File: src/sliding_window_quantile_core_defines.svh
// assertion macros shared by the sliding window quantile rtl
`ifndef SLIDING_WINDOW_QUANTILE_CORE_DEFINES_SVH
`define SLIDING_WINDOW_QUANTILE_CORE_DEFINES_SVH
// assert that a implies b on the next cycle, outside reset
`define SWQ_ASSERT_NEXT(label, clk, rst_n, a, b) \
    label: assert property (@(posedge clk) disable iff (!rst_n) (a) |=> (b)) \
        else $error("assertion failed");
// assert that a implies b in the same cycle, outside reset
`define SWQ_ASSERT_NOW(label, clk, rst_n, a, b) \
    label: assert property (@(posedge clk) disable iff (!rst_n) (a) |-> (b)) \
        else $error("assertion failed");
`endif

File: src/swq_pkg.sv
// shared types and constants of the sliding window quantile core
package swq_pkg;
    localparam int unsigned SampleW = 16;
    localparam int unsigned TimeW   = 32;
    localparam int unsigned CfgW    = 8;
    localparam logic [TimeW-1:0] StepAdv  = 32'd10;
    localparam logic [TimeW-1:0] DropOffs = 32'd11;
    localparam logic [0:0] RegWindowLen = 1'b0;
    localparam logic [0:0] RegRank      = 1'b1;
    typedef logic signed [SampleW-1:0] t_sample;
    typedef struct packed {
        logic    shift;
        logic    rotate;
    } t_cell_ctl;
endpackage

File: src/swq_rank_cell.sv
// counting cell: compares its held sample with every sample passing the head
module swq_rank_cell #(
    parameter int unsigned CntW = 8
) (
    input  logic             i_clk,
    input  logic             i_load,
    input  logic             i_count,
    input  swq_pkg::t_sample i_cand,
    input  swq_pkg::t_sample i_probe,
    output swq_pkg::t_sample o_cand,
    output logic [CntW-1:0]  o_below,
    output logic [CntW-1:0]  o_same
);
    import swq_pkg::*;
    t_sample         r_cand;
    logic [CntW-1:0] r_below;
    logic [CntW-1:0] r_same;
    always_ff @(posedge i_clk) begin
        if (i_load) begin
            r_cand  <= i_cand;
            r_below <= '0;
            r_same  <= '0;
        end else if (i_count) begin
            if (i_probe < r_cand) begin
                r_below <= r_below + 1'b1;
            end else if (i_probe == r_cand) begin
                r_same <= r_same + 1'b1;
            end
        end
    end
    assign o_cand  = r_cand;
    assign o_below = r_below;
    assign o_same  = r_same;
endmodule

File: config.mk
export PLATFORM = sky130hd
export DESIGN_NAME = swq_rank_cell
export DESIGN_NICKNAME = d
export VERILOG_FILES = /design/src/sliding_window_quantile_core_defines.svh /design/src/swq_pkg.sv /design/src/swq_rank_cell.sv
export SDC_FILE = /design/constraint.sdc
export NUM_CORES = 1
export LEC_CHECK = 0
export BUFFER_PORTS_ARGS = -buffer_cell sky130_fd_sc_hd__buf_2
export CAP_MARGIN = 20
export CORE_AREA = 2 2 87 56
export CTS_CLUSTER_DIAMETER = 80
export CTS_CLUSTER_SIZE = 8
export DETAILED_ROUTE_END_ITERATION = 10
export DIE_AREA = 0 0 89 58
export MAX_ROUTING_LAYER = met4
export PLACE_DENSITY = 0.84
export RECOVER_POWER = 100
export SLEW_MARGIN = 30
export SYNTH_ARGS = -nofsm -noshare
export SYNTH_HDL_FRONTEND = slang
export SYNTH_SLANG_ARGS = --single-unit
File: constraint.sdc
create_clock -name i_clk -period 2.8 [get_ports i_clk]
set_input_delay 0.42 -clock i_clk [delete_from_list [all_inputs] [get_ports i_clk]]
set_output_delay 0.42 -clock i_clk [all_outputs]
set_load 0.01 [all_outputs]
==> results of run 1 <==
==> placed cells by master, fill, tap and decap left out, drive strengths merged, types with 6 or more instances in the layout <==
master	synthesis	final
mux2i	7	7
dfxtp	16	16
or4	7	7
nor3	6	6
clkbuf	3	40
buf	4	35
nand3	12	12
edfxtp	16	16
mux2	7	7
o31ai	6	6
inv	18	18
a21oi	14	14
nand2	11	11
nor2	10	10
ha	18	18
nor2b	9	9
==> path summary, 6_finish.rpt <==
kind	slack [ps]	end
worst max-delay path	210	o_same[4]$_SDFFE_PP0P_
worst min-delay path	310	o_cand[15]$_DFFE_PP_
worst max register to register	210	o_same[4]$_SDFFE_PP0P_
worst min register to register	510	o_same[6]$_SDFFE_PP0P_
==> stage by stage <==
stage / hold slack, ps / instances / util / TNS (ps)
6_report: 307 / 321 / 0.529 / 0
5_1_grt: 297 / 321 / 0.529 / 0
4_1_cts: 296 / 321 / 0.536 / 0
3_5_place_dp: 491 / 313 / 0.512 / -134
3_3_place_gp: 476 / 313 / 0.512 / 0
2_1_floorplan: 496 / 188 / - / 0
==> layer usage <==
metal	track usage	share of wire	vias up
met5	-	0	-
met4	0.0384	0.0032	0
met3	0.0470	0.067	2
met2	0.278	0.46	48
met1	0.220	0.47	747
li1	-	-	817
==> where the power goes <==
group | switching [mW] | internal (mW)
registers | 0.0136 | 0.516
logic | 0.106 | 0.0763
clock network | 0.170 | 0.264
total | 0.290 | 0.856
==> timing repair <==
item                                    CTS  global route
setup buffers                             0             0
endpoints found under the setup margin    0             9
gates resized for setup                   0             4
==> cells by family after synthesis <==
group | Yosys count | synth area share
flip-flops | 32 | 0.434
AO/OA/AOI/OAI | 29 | 0.0929
AND/OR/NAND/NOR | 70 | 0.213
buffers and inverters | 25 | 0.0576
adder cells (fa/ha/maj) | 18 | 0.122
multiplexers | 14 | 0.0807
==> sequential cells by signal, summed over array words and instances (netlist names) <==
signal,count
o_same,8
o_cand,16
o_below,8
==> area by class of cell <==
cell class / instances / area [um2] / share of cell area
repair buffers: 69 / 308 / 0.133
multi-input cells: 131 / 951 / 0.411
inverters: 18 / 67.6 / 0.0292
flip-flops and latches: 32 / 801 / 0.346
clock inverters: 2 / 35.0 / 0.0151
clock buffers: 6 / 72.6 / 0.0314
well taps: 63 / 78.8 / 0.0341
==> results.py, run 1 <==
metrics = {
    "floorplan": {
        "core-area_mm2": 0.00437,
        "io_pins": 67,
        "die_w_um": 89,
        "die_h_um": 58,
        "rows": 19,
        "die-area_mm2": 0.00516,
        "start_util": 0.422,
    },
    "logic_synthesis": {
        "ys_seq_area_frac": 0.434,
        "ys_async_sr_fraction": 0,
        "syn_area_per_cell_um2": 9.82,
        "ys_top_cells_by_count": "18 x ha_1, 18 x inv_1, 16 x dfxtp_1, 16 x edfxtp_1, 14 x a21oi_1",
        "synth_edf_count": 16,
        "netlist_instances": 188,
        "synth_fp_nets": 241,
        "synth_top_area_frac": 0.260,
        "ys_warn_count": 0,
        "netlist_area_mm2": 0.00185,
        "ys_top_cells_by_area": "edfxtp_1 26%, dfxtp_1 17%, ha_1 12%",
        "synth_seq_cells": 32,
        "ys_types": 35,
        "yosysTopAreaCell": "edfxtp_1",
        "ys.flop_type": "edfxtp_1",
    },
    "setup_path": {
        "worstPathBufferInverterCount": 1,
        "critPathTopFamily": "simple AND/OR/NAND/NOR gates",
        "cp_slowest_cell": "or4_1",
        "worst_r2r_path_depth": 8,
        "path_cells": "inv_1, ha_1, nand4_4, or4_1, a21o_1, and4_4, or4_1, a21oi_1",
        "crit_cells": 8,
        "path_class": "reg -> reg",
        "r2r-start": "o_cand[13]$_DFFE_PP_",
        "cp.arrival_ps": 2790,
        "crit_required_ps": 3010,
        "cp-end-kind": "register",
        "max_stage_delay_ps": 540,
        "cp-startpoint": "o_cand[13]$_DFFE_PP_",
        "cp-start-kind": "register",
        "critPathMostFrequentCell": "or4_1",
        "cp_max_fo": 15,
    },
    "clock_network": {
        "clock_path_buffers": 2,
        "path_clk_slew_ps": 70,
        "hold_buffers": 0,
        "numCtsBuffers": 5,
        "clk_latency_ps": 280,
        "cts_tree": "done",
        "cts_root_buf": "clkbuf_8",
        "clkSinkCount": 32,
        "htreeDepth": 2,
    },
    "route": {
        "first_pass_iters": 4,
        "drc": 0,
        "totalWireLength_um": 4310,
        "ant_nets": 0,
        "viasPerCell": 5.03,
        "drtIter0Drc": 87,
        "wl_per_cell_um": 13.4,
        "vias": 1614,
    },
    "timing": {
        "setup_viol_count_final": 0,
        "worstMarginPinSlew_ps": 777,
        "hold_violations": 0,
        "slew-limit-headroom": 0.482,
        "drv_slew": 0,
        "period_minus_slack_ps": 2590,
        "post-route-period-util": 0.923,
        "rsz0062_at_grt": "no",
        "max_freq_mhz": 387,
        "fin_ws_ps": 214,
        "finClkSkew_ps": 8.20,
    },
    "placement": {
        "placed_area_mm2": 0.00224,
        "port_buffers": 66,
        "place_congestion": 0.789,
        "dp_hpwl_um": 3330,
        "place_ws_ps": -35.7,
    },
    "finish": {
        "fillCellCount": 441,
        "diodes": 0,
        "layout-drive-gt1-share": 0.202,
        "nNetsFinal": 310,
        "finalInstanceArea_mm2": 0.00231,
        "area_growth_pct": 25.4,
    },
    "run": {
        "drv_cap": 0,
    },
    "hold_path": {
        "hold-path-cell-count": 1,
        "hp-start": "i_cand[15]",
        "hold_path_class": "in -> reg",
    },
    "global_routing": {
        "grt_overflow": 0,
        "grt_pass1_vias": 1516,
        "grt_pass1_wl_um": 6620,
        "antenna_found_initial": 0,
        "grt_use_total": 0.173,
        "grt_start_max_net_pins": 41,
    },
    "run_status": {
        "status": "complete, no violations",
    },
    "pwr": {
        "p_total_mw": 1.15,
        "powerDensity_mw_per_mm2": 495,
        "leakage_nw": 0.979,
        "ir_drop_v": 0.000208,
    },
}
Note: power is estimated with default switching activity, not from simulation.
==> inputs of run 2 (changes only) <==
--- a/config.mk
+++ b/config.mk
@@ -5,6 +5,7 @@
 export SDC_FILE = /design/constraint.sdc
 export NUM_CORES = 1
 export LEC_CHECK = 0
+export ABC_AREA = 1
 export BUFFER_PORTS_ARGS = -buffer_cell sky130_fd_sc_hd__buf_2
 export CAP_MARGIN = 20
 export CORE_AREA = 2 2 87 56
==> results.py, run 2 <==
metrics = {
    "route": {
        "vias": 1596,
        "wl_per_cell_um": 10.9,
        "totalWireLength_um": 3900,
        "first_pass_iters": 4,
        "ant_nets": 0,
        "drc": 0,
        "viasPerCell": 4.46,
        "drtIter0Drc": 54,
    },
    "hold_path": {
        "hold-path-cell-count": 1,
        "hold_path_class": "in -> reg",
        "hp-start": "i_cand[2]",
        "hold_end": "o_cand[2]$_DFFE_PP_",
    },
    "timing": {
        "setup_viol_count_final": 0,
        "setup-tns-final_ps": 0,
        "drv_slew": 0,
        "period_minus_slack_ps": 2230,
        "worstMarginPinSlew_ps": 1260,
        "fin_ws_ps": 571,
        "post-route-period-util": 0.796,
        "slew-limit-headroom": 0.158,
        "finClkSkew_ps": 5.77,
        "hold_violations": 0,
        "rsz0062_at_grt": "no",
        "max_freq_mhz": 449,
    },
    "setup_path": {
        "cp.arrival_ps": 2340,
        "worst_r2r_path_depth": 13,
        "r2r_setup_slack_ps": 570,
        "cp-end-kind": "register",
        "cp_max_fo": 9,
        "rr_endpoint": "o_below[2]$_SDFFE_PP0P_",
        "path_class": "reg -> reg",
        "r2r-start": "o_cand[15]$_DFFE_PP_",
        "crit_required_ps": 2910,
        "cp-start-kind": "register",
        "cp-startpoint": "o_cand[15]$_DFFE_PP_",
    },
    "floorplan": {
        "die_h_um": 58,
        "rows": 19,
        "start_util": 0.420,
        "die_w_um": 89,
        "die-area_mm2": 0.00516,
        "core-area_mm2": 0.00437,
        "io_pins": 67,
    },
    "global_routing": {
        "grt_start_max_net_pins": 24,
        "grt_pass1_vias": 1483,
        "met2_usage": 0.248,
        "grt_use_total": 0.166,
        "top_usage_layer": "met2",
        "grt_overflow": 0,
        "grtUsageMet3": 0.0484,
        "antenna_found_initial": 0,
        "grt_pass1_wl_um": 6380,
        "grt_use_met1": 0.216,
    },
    "run": {
        "drv_cap": 0,
    },
    "clock_network": {
        "path_clk_slew_ps": 70,
        "cts_root_buf": "clkbuf_8",
        "cts_resized": 0,
        "cts_tree": "done",
        "clock_path_buffers": 2,
        "clk_latency_ps": 280,
        "clkSinkCount": 32,
        "postCtsSetupBuffers": 0,
        "numCtsBuffers": 5,
        "hold_buffers": 0,
        "htreeDepth": 2,
    },
    "pwr": {
        "ir_drop_v": 0.000280,
        "powerDensity_mw_per_mm2": 459,
        "leakage_nw": 1.07,
    },
    "finish": {
        "final_common_cell": "nand2_1",
        "layout-drive-gt1-share": 0.180,
        "nNetsFinal": 347,
        "diodes": 0,
        "mostFrequentLayoutCells": "52 x nand2_1, 38 x inv_1, 35 x clkbuf_1",
        "area_growth_pct": 23.7,
        "instances_no_fill": 358,
        "finalInstanceArea_mm2": 0.00227,
        "largest_reg_flops": 16,
    },
    "logic_synthesis": {
        "yosysTopAreaCell": "edfxtp_1",
        "netlist_instances": 221,
        "synth_fp_nets": 274,
        "synth.most_common_cell": "nand2_1",
        "ys_seq_area_frac": 0.435,
        "ys_async_sr_fraction": 0,
        "synth_seq_cells": 32,
        "ys_top_cells_by_area": "edfxtp_1 26%, dfxtp_1 17%, ha_1 12%",
        "synth_edf_count": 16,
        "syn_area_per_cell_um2": 8.32,
        "ys.flop_type": "edfxtp_1",
        "ys_warn_count": 0,
        "netlist_area_mm2": 0.00184,
        "synth_top_area_frac": 0.261,
        "ys_types": 27,
        "ys_top_cells_by_count": "51 x nand2_1, 38 x inv_1, 26 x nor2_1",
    },
    "placement": {
        "dp_hpwl_um": 3120,
        "placed_area_mm2": 0.00225,
        "place_congestion": 0.874,
        "place_ws_ps": 774,
        "place_inst": 350,
        "port_buffers": 66,
    },
    "run_status": {
        "status": "complete, no violations",
    },
}
-- run 2: logic make-up after synthesis --
group                    after synthesis  share of synthesized area
flip-flops                            32                      0.435
AO/OA/AOI/OAI                         16                     0.0510
adder cells (fa/ha/maj)               18                      0.122
buffers and inverters                 42                     0.0871
AND/OR/NAND/NOR                      105                      0.266
XOR/XNOR                               8                     0.0381
-- run 2: worst max path at each step --
stage	endpoint	depth (start not counted)
after global routing	o_below[2]$_SDFFE_PP0P_	13
final	o_below[2]$_SDFFE_PP0P_	13
after global placement	o_below[0]$_SDFFE_PP0P_	14
after floorplan	o_below[0]$_SDFFE_PP0P_	14
after CTS	o_same[3]$_SDFFE_PP0P_	12
after detailed placement	o_same[3]$_SDFFE_PP0P_	12
-- run 2: routing by layer --
layer / share of wire / up-vias
met5: 0 / -
met4: 0.014 / 0
met3: 0.073 / 7
met2: 0.44 / 52
met1: 0.48 / 697
li1: - / 840
-- run 2: through the flow --
stage / total power, mW / hold slack (ps) / utilization
final: 1.04 / 305 / 0.520
after global routing: 1.11 / 291 / 0.520
after CTS: 1.06 / 299 / 0.532
after detailed placement: 0.726 / 493 / 0.514
after global placement: 0.718 / 489 / 0.514
after floorplan: 0.650 / 489 / -
-- run 2: cell type report --
type	instances	area, um2
clock buffer	7	76.3
clock inverter	1	3.75
fill	489	2100
inverter	42	159
multi-input combinational	147	867
sequential	32	801
tap	63	78.8
timing repair buffer	66	289
-- run 2: power breakdown --
part / leakage, nW / switching, mW / internal [mW]
logic: 0.741 / 0.106 / 0.0675
registers: 0.286 / 0.0142 / 0.517
clock network: 0.0399 / 0.167 / 0.173
-- run 2: worst max-delay path, stage by stage (launching register included) --
cell and delay [ps]:
edfxtp_1 400, inv_1 80, ha_1 230, nand2_1 100
o21bai_1 110, nand2_1 60, a21oi_1 210, nand2_2 80
nand2_2 100, nand2_1 90, nand2_4 110, clkinvlp_2 260
nand2_1 140, a21oi_1 70
