<file path="config.mk">
export PLATFORM = sky130hd
export DESIGN_NAME = swq_cell
export DESIGN_NICKNAME = d
export VERILOG_FILES = /design/src/sliding_window_quantile_core_defines.svh /design/src/swq_pkg.sv /design/src/swq_cell.sv
export SDC_FILE = /design/constraint.sdc
export NUM_CORES = 1
export LEC_CHECK = 0
export BUFFER_PORTS_ARGS = -buffer_cell sky130_fd_sc_hd__buf_2
export CAP_MARGIN = 10
export CORE_MARGIN = 2
export CORE_UTILIZATION = 42
export CTS_BUF_LIST = sky130_fd_sc_hd__clkbuf_16
export CTS_CLUSTER_DIAMETER = 80
export CTS_CLUSTER_SIZE = 12
export DETAILED_ROUTE_END_ITERATION = 8
export PLACE_DENSITY = 0.8
export SLEW_MARGIN = 10
export SYNTH_ARGS = -nofsm -noshare
export SYNTH_HDL_FRONTEND = slang
export SYNTH_SLANG_ARGS = --single-unit
export TNS_END_PERCENT = 10
</file>
<file path="constraint.sdc">
create_clock -name i_clk -period 2.5 [get_ports i_clk]
set_input_delay 0.25 -clock i_clk [delete_from_list [all_inputs] [get_ports i_clk]]
set_output_delay 0.25 -clock i_clk [all_outputs]
set_load 0.01 [all_outputs]
</file>
<file path="src/sliding_window_quantile_core_defines.svh">
// assertion macros shared by the sliding window quantile rtl
`ifndef SLIDING_WINDOW_QUANTILE_CORE_DEFINES_SVH
`define SLIDING_WINDOW_QUANTILE_CORE_DEFINES_SVH
// assert that a implies b on the next cycle, outside reset
`define SWQ_ASSERT_NEXT(label, clk, rst_n, a, b) \
    label: assert property (@(posedge clk) disable iff (!rst_n) (a) |=> (b)) \
        else $error("assertion failed");
// assert that a implies b in the same cycle, outside reset
`define SWQ_ASSERT_NOW(label, clk, rst_n, a, b) \
    label: assert property (@(posedge clk) disable iff (!rst_n) (a) |-> (b)) \
        else $error("assertion failed");
`endif

</file>
<file path="src/swq_pkg.sv">
// shared types and constants of the sliding window quantile core
package swq_pkg;
    localparam int unsigned SampleW = 16;
    localparam int unsigned TimeW   = 32;
    localparam int unsigned CfgW    = 8;
    localparam logic [TimeW-1:0] StepAdv  = 32'd10;
    localparam logic [TimeW-1:0] DropOffs = 32'd11;
    localparam logic [0:0] RegWindowLen = 1'b0;
    localparam logic [0:0] RegRank      = 1'b1;
    typedef logic signed [SampleW-1:0] t_sample;
    typedef struct packed {
        logic    shift;
        logic    rotate;
    } t_cell_ctl;
endpackage

</file>
<file path="src/swq_cell.sv">
// one history cell: holds a sample, shifts on insert, rotates for the scan
module swq_cell (
    input  logic               i_clk,
    input  logic               i_rst_n,
    input  swq_pkg::t_cell_ctl i_ctl,
    input  swq_pkg::t_sample   i_prev,
    input  swq_pkg::t_sample   i_wrap,
    input  logic               i_last_in_win,
    output swq_pkg::t_sample   o_value
);
    import swq_pkg::*;
    t_sample r_value;
    t_sample n_value;
    always_comb begin
        n_value = r_value;
        if (i_ctl.shift) begin
            n_value = i_prev;
        end else if (i_ctl.rotate) begin
            n_value = i_last_in_win ? i_wrap : i_prev;
        end
    end
    always_ff @(posedge i_clk) begin
        if (!i_rst_n) begin
            r_value <= '0;
        end else begin
            r_value <= n_value;
        end
    end
    assign o_value = r_value;
endmodule

</file>
==> results.cfg, run 1 <==
[status]
status = finished clean

[job]
drv_cap = 0

[sta]
setup_violations = 0
fmax_mhz = 808
post-route-min-period_ps = 1240
setup_tns_ps = 0
setup_ws_ps = 1260
rsz0062_at_grt = no
hold_viol_final = 0
worstMarginPinSlew_ps = 969
skew_ps = 0
slew_violations = 0
fin_crit_sh_pct = 49.5
relSlewSlack_pct = 35.4

[detailed_routing]
postRouteAntennaNets = 0
drtPass1Iterations = 4
wirelength_um = 1830
vias = 793
post-route-drc-count = 0
routed_via_density = 5.08
routedWlPerCell_um = 11.8
dr.first_iter.drc_count = 7

[place]
numPortBuffers = 52
place_ws_ps = 1000
routabilityCongestion = 0.688
dpl.hpwl_um = 1290

[yosys]
synth_top_area_share_pct = 43.6
avgSynthCellArea_sq_um = 7.98
synth_top_cells_by_area = dfxtp_1, nand2_1, a31oi_1
synth_nets = 129
yosys_warnings = 0
syn_area_sq_um = 734
synth_edf_count = 0
synth_top_area_cell = dfxtp_1
yosysMostFrequentCell = nand2_1
yosys_most_used_dff = dfxtp_1
yosysSeqAreaShare_pct = 43.6
ys_ff_latch = 16
postSynthCellCount = 92
ys_async_sr_fraction_pct = 0
synth.distinct_cells = 13
netlist_top_cells_count = nand2_1, a31oi_1, dfxtp_1, o21ai_1

[final_layout]
nNetsFinal = 178
fin_util_pct = 59.6
n_antenna_cell = 0
synthToLayoutAreaGrowth_pct = 37.1
largest_reg_flops = 16
drive_gt1_share_pct = 41.0

[power]
leakage_nw = 0.513
p_per_area_nw_per_um2 = 692
design_power_total_mw = 0.697
peakVddDrop_mv = 0.376

[floorplan]
initial_utilization_pct = 43.5
rows = 15
dieHeight_um = 45.8
core_sq_um = 1690
dieWidth_um = 45.8
io_pins = 53
die_area_sq_um = 2100

[global_route]
grt_pass1_wl_um = 2890
grt_max_degree = 33
antenna_found_initial = 0
grt_pass1_vias = 695
grt_overflow = 0
grt_usage_pct = 19.3

[clock_tree]
postCtsSetupBuffers = 0
ctsResizeCount = 0
cts.sinks = 16
cts_tree = done
ctsHoldBuffers = 0
cts_max_path_buffers = 2
numCtsBuffers = 3
htreeDepth = 1
clkTransAtPathRegs_ps = 50
cts_root_buffer = clkbuf_16
clk_latency_ps = 240

[setup_path]
cp_max_fo = 32
crit_path_start_kind = primary input
path_class = primary input to flip-flop
arrival_ps = 1410
worst_ep_required_time_ps = 2670
worstSetupEndpointType = flip-flop

[min_path]
hp-class = primary input to flip-flop
-- cells in the final DEF (no fill, tap or decap) --
cell type / netlist / layout
o21ai_1: 13 / 13
clkbuf_16: 0 / 3
a31oi_1: 16 / 16
nand2b_1: 1 / 1
buf_2: 1 / 52
dfxtp_1: 16 / 16
buf_4: 3 / 1
nand2_1: 32 / 32
o21ai_0: 2 / 2
nor2b_1: 1 / 1
o21ai_2: 1 / 1
or2_1: 1 / 1
-- power by group --
| group | switching (mW) | leakage, nW | internal [mW] |
|---|---|---|---|
| Sequential | 0.00997 | 0.133 | 0.277 |
| Clock | 0.0904 | 0.0370 | 0.209 |
| Combinational | 0.0580 | 0.342 | 0.0524 |
| Total | 0.158 | 0.513 | 0.538 |
-- path summary, 6_finish.rpt --
path | startpoint | endpoint | cells after the start | slack (ps)
setup / recovery | i_ctl[1] | o_value[13] | 4 | 1260
hold / removal | i_prev[15] | o_value[15] | 3 | 260
setup reg to reg | o_value[13] | o_value[13] | 2 | 1820
hold reg to reg | o_value[6] | o_value[6] | 2 | 520
-- layer usage --
metal / routed length (um) / part of all wire, % / track usage, %
met3: 205 / 11 / 5.95
met2: 817 / 45 / 31.5
met4: 10 / 0.55 / 8.57
met5: 0 / 0 / 0
met1: 799 / 44 / 23.2
-- final cells by class --
class / instances / area, sq um
fillers: 164 / 682
clock buffers: 3 / 75.1
well taps: 17 / 21.3
flip-flops and latches: 16 / 320
repair buffers: 53 / 268
multi-input cells: 67 / 323
-- worst max-delay path, cell delays in order --
cell and delay [ps]:
buf_2 90, or2_1 740, o21ai_0 160, a31oi_1 160
-- stage by stage --
stage	cell area, sq um	std cells	hold WS [ps]
after floorplan	734	92	388
after global placement	932	153	500
after detailed placement	932	153	509
after CTS	1010	156	262
after global routing	1010	156	269
final	1010	156	264
-- logic make-up after synthesis --
family          synth area share, %
simple gates                   18.9
compound gates                 25.0
flops                          43.6
buf+inv                        12.4
Note: power is estimated with default switching activity, not from simulation.
==> inputs of run 2 (changes only) <==
Settings changed: CORE_UTILIZATION 42 to 39, PLACE_DENSITY 0.8 to 0.75.
Clock period 2.5 ns to 1.16 ns, I/O delays scaled along.
==> run 2 against run 1 <==
  * Flip-flop and latch count did not move
  * Worst setup slack got worse by 940 ps
  * First-iteration DRC count fell by 29%
  * Core utilization fell by 0.70 points
  * Routed wire length rose by 0.49%
  * Clock skew did not move
  * Sequential power rose by 110%
  * Critical path type unchanged
  * Critical endpoint is now o_value[0]
==> results.cfg, run 2 (same netlist as run 1, synthesis figures left out) <==
[sta]
slew_violations = 0
skew_ps = 0
relSlewSlack_pct = 61.1
setup_tns_ps = 0
fin_crit_sh_pct = 72.5
post-route-min-period_ps = 841
worstMarginPinSlew_ps = 584
hold_viol_final = 0
rsz0062_at_grt = no
setup_violations = 0
fmax_mhz = 1190

[detailed_routing]
post-route-drc-count = 0
dr.first_iter.drc_count = 5
vias = 786
wirelength_um = 1840
routed_via_density = 4.73
drtPass1Iterations = 4
postRouteAntennaNets = 0
routedWlPerCell_um = 11.1

[clock_tree]
cts_root_buffer = clkbuf_16
ctsResizeCount = 0
postCtsSetupBuffers = 0
cts_max_path_buffers = 2
cts_tree = done
cts.sinks = 16
numCtsBuffers = 3
clkTransAtPathRegs_ps = 50
ctsHoldBuffers = 0
clk_latency_ps = 240
htreeDepth = 1

[floorplan]
die_area_sq_um = 2250
io_pins = 53
core_sq_um = 1750
initial_utilization_pct = 42.1
dieHeight_um = 47.4
rows = 15
dieWidth_um = 47.4

[power]
p_per_area_nw_per_um2 = 1470
peakVddDrop_mv = 0.788
leakage_nw = 0.519

[global_route]
grt_pass1_wl_um = 2640
grt_pass1_vias = 643
grt_max_degree = 33
grt_usage_pct = 16.4
antenna_found_initial = 0
grt_overflow = 0

[place]
numPortBuffers = 52
dpl.hpwl_um = 1310
dp.cells = 162
routabilityCongestion = 0.782

[setup_path]
cp_slowest_cell = nand2b_1
critPathLaunch = i_ctl[1]
r2r_start = o_value[12]
path_class = primary input to flip-flop
crit_path_start_kind = primary input
path_cells = buf_2 -> nand2b_1 -> nand2_1 -> a31oi_1
worstSetupEndpointType = flip-flop
cp_max_fo = 16
slowest_delay_ps = 470
arrival_ps = 1000
worst_ep_required_time_ps = 1320

[final_layout]
n_antenna_cell = 0
largest_reg_flops = 16
nNetsFinal = 179
drive_gt1_share_pct = 41.1
layout_commonest_cell = buf_2
fillerInstances = 179
synthToLayoutAreaGrowth_pct = 40.0
fin_cells = 166
final_cell_mix = buf_2, nand2_1, a31oi_1, dfxtp_1, o21ai_1

[status]
status = finished clean

[job]
drv_cap = 0

[min_path]
worstHoldStart = i_prev[6]
hp-class = primary input to flip-flop
-- run 2: cell types whose count changed in the layout (fill, tap and decap cells not counted) --
| cell | delta |
|---|---|
| buf_4 | +1 |
| clkinv_1 | +1 |
-- run 2: per-layer routing --
metal	up-vias	wire (um)	global-route usage, %	part of all wire (%)
met4	0	20	7.78	1.1
met5	-	0	0	0
met3	2	78	1.54	4.2
met2	19	973	31.1	53
li1	414	-	-	-
met1	351	770	18.0	42
-- run 2: final timing paths --
path / end / slack, ps / cells past startpoint
worst max-delay path: o_value[0] / 320 / 4
worst min-delay path: o_value[6] / 130 / 3
worst max register to register: o_value[12] / 490 / 2
worst min register to register: o_value[7] / 510 / 2
-- run 2: layout make-up --
cell class | instances | area (sq um) | share of cell area (%)
multi-input cells | 67 | 323 | 31.4
flip-flops and latches | 16 | 320 | 31.1
repair buffers | 54 | 275 | 26.8
clock buffers | 3 | 75.1 | 7.30
well taps | 25 | 31.3 | 3.04
clock inverters | 1 | 3.75 | 0.365
-- run 2: power by group --
group / switching, mW / total [mW] / internal [mW]
sequential: 0.0207 / 0.617 / 0.596
combinational: 0.126 / 0.241 / 0.115
clock: 0.199 / 0.655 / 0.456
total: 0.346 / 1.51 / 1.17
-- run 2: worst max-delay path: cells and delay by family --
kind	cells	cell delay [ps]
AOI/OAI and AO/OA	1	190
buffers and inverters	1	90
and+or+nand+nor	2	600
-- run 2: metrics by stage --
step	worst slack (ps)	instance area, sq um	power [mW]	hold WS [ps]	util [%]
after floorplan	306	734	0.773	254	-
after global placement	139	950	0.863	376	54.4
after detailed placement	67.4	950	0.870	379	54.4
after CTS	289	1030	1.53	128	58.9
after global routing	218	1030	1.57	139	58.9
final	319	1030	1.51	127	58.9
==> inputs of run 3 (changes only) <==
Clock period 1.16 ns to 0.8 ns, I/O delays scaled along.
==> run 3 against run 2 <==
  * Register-to-register slack lost 330 ps
  * First-iteration DRC count shrank 20%
  * Largest cell class is now registers
  * Via count grew 1.8%
  * Routed wire length shrank 0.76%
  * Sequential share of layout area grew 0.078 points
  * Die area is the same
  * Non-clock buffer count grew 1
  * Core utilization grew 3.3 points
==> results.cfg, run 3 (same netlist as run 1, synthesis figures left out) <==
[setup_path]
crit_path_start_kind = flip-flop
r2r_setup_slack_ps = 160
worst_ep_required_time_ps = 720
worstSetupEndpointType = output pin
path_cells = buf_2
cp_max_fo = 2
cp_top_family = flip-flops
path_buf_inv = 1
slowest_delay_ps = 330
r2r_start = o_value[1]
arrival_ps = 700
path_class = flip-flop to output pin
r2r_end = o_value[1]
cp_slowest_cell = dfxtp_2
r2r_cells = 2

[clock_tree]
cts.sinks = 16
clkTransAtPathRegs_ps = 50
cts_tree = done
postCtsSetupBuffers = 0
cts_max_path_buffers = 2
clk_latency_ps = 250
ctsResizeCount = 2
numCtsBuffers = 3
ctsHoldBuffers = 0
cts_root_buffer = clkbuf_16
htreeDepth = 1

[detailed_routing]
drtPass1Iterations = 3
routed_via_density = 4.79
wirelength_um = 1830
dr.first_iter.drc_count = 4
routedWlPerCell_um = 10.9
postRouteAntennaNets = 0
vias = 800
post-route-drc-count = 0

[sta]
post-route-min-period_ps = 775
setup_violations = 0
setup_ws_ps = 24.6
skew_ps = 0
rsz0062_at_grt = no
relSlewSlack_pct = 83.3
slew_violations = 0
fmax_mhz = 1290
worstMarginPinSlew_ps = 250
fin_crit_sh_pct = 96.9
hold_viol_final = 0

[global_route]
grt_pass1_wl_um = 2670
grt_overflow = 0
grt_pass1_vias = 674
grt_usage_pct = 17.3
grt_max_degree = 33
antenna_found_initial = 0

[place]
numPortBuffers = 52
place_ws_ps = -164
routabilityCongestion = 0.767
dpl.hpwl_um = 1350

[floorplan]
initial_utilization_pct = 42.1
core_sq_um = 1750
dieWidth_um = 47.4
rows = 15
die_area_sq_um = 2250
io_pins = 53
dieHeight_um = 47.4

[final_layout]
fin_util_pct = 62.2
synthToLayoutAreaGrowth_pct = 47.9
drive_gt1_share_pct = 52.1
final_cell_mix = buf_2, nand2_1, a31oi_1
n_antenna_cell = 0
nNetsFinal = 180
layout_commonest_cell = buf_2
largest_reg_flops = 16

[min_path]
min_path_cells = 3
hp-class = primary input to flip-flop
holdPathEnd = o_value[13]
worstHoldStart = i_wrap[13]

[job]
drv_cap = 0

[power]
leakage_nw = 0.540
peakVddDrop_mv = 1.82
p_per_area_nw_per_um2 = 2070

[status]
status = finished clean
## run 3: changes by cell type in the layout (fill, tap and decap cells not counted)
| cell | change |
|---|---|
| dfxtp_1 | -15 |
| buf_12 | +2 |
| buf_4 | -1 |
| buf_2 | -1 |
| buf_6 | +1 |
| dfxtp_2 | +15 |
## run 3: where the power goes
part           internal, mW  switching, mW  leakage, nW
combinational         0.188          0.184        0.364
sequential            0.877         0.0331        0.137
clock                 0.663          0.306       0.0385
## run 3: worst max path at each step
stage / from / to / slack (ps) / depth (start not counted)
2_1_floorplan: i_ctl[1] / o_value[2] / -20 / 5
3_3_place_gp: i_ctl[1] / o_value[12] / -120 / 5
3_5_place_dp: i_ctl[1] / o_value[13] / -160 / 5
4_1_cts: o_value[11] / o_value[11] / 2 / 1
5_1_grt: o_value[1] / o_value[1] / 0.8 / 1
6_report: o_value[1] / o_value[1] / 20 / 1
## run 3: routing by layer
metal	share of wire, %	vias up	GRT usage, %
met3	5.0	4	5.77
met2	54	22	32.2
met5	0	-	0
met4	1.8	0	8.33
met1	40	357	16.9
li1	-	417	-
## run 3: stage by stage
step | power, mW | cell area, sq um | setup TNS (ps) | hold WS, ps | cells
after CTS | 2.25 | 1060 | 0 | 84.5 | 167
after global placement | 1.27 | 982 | -1610 | 340 | 163
after detailed placement | 1.28 | 982 | -1980 | 341 | 163
after global routing | 2.37 | 1090 | 0 | 83.7 | 167
final | 2.25 | 1090 | 0 | 80.9 | 167
after floorplan | 1.12 | 734 | -227 | 218 | 92
## run 3: area by class of cell
cell class | instances | area (sq um)
Clock buffer | 3 | 75.1
Clock inverter | 1 | 3.75
Fill cell | 169 | 659
Multi-Input combinational cell | 67 | 323
Sequential cell | 16 | 339
Tap cell | 25 | 31.3
Timing Repair Buffer | 55 | 314
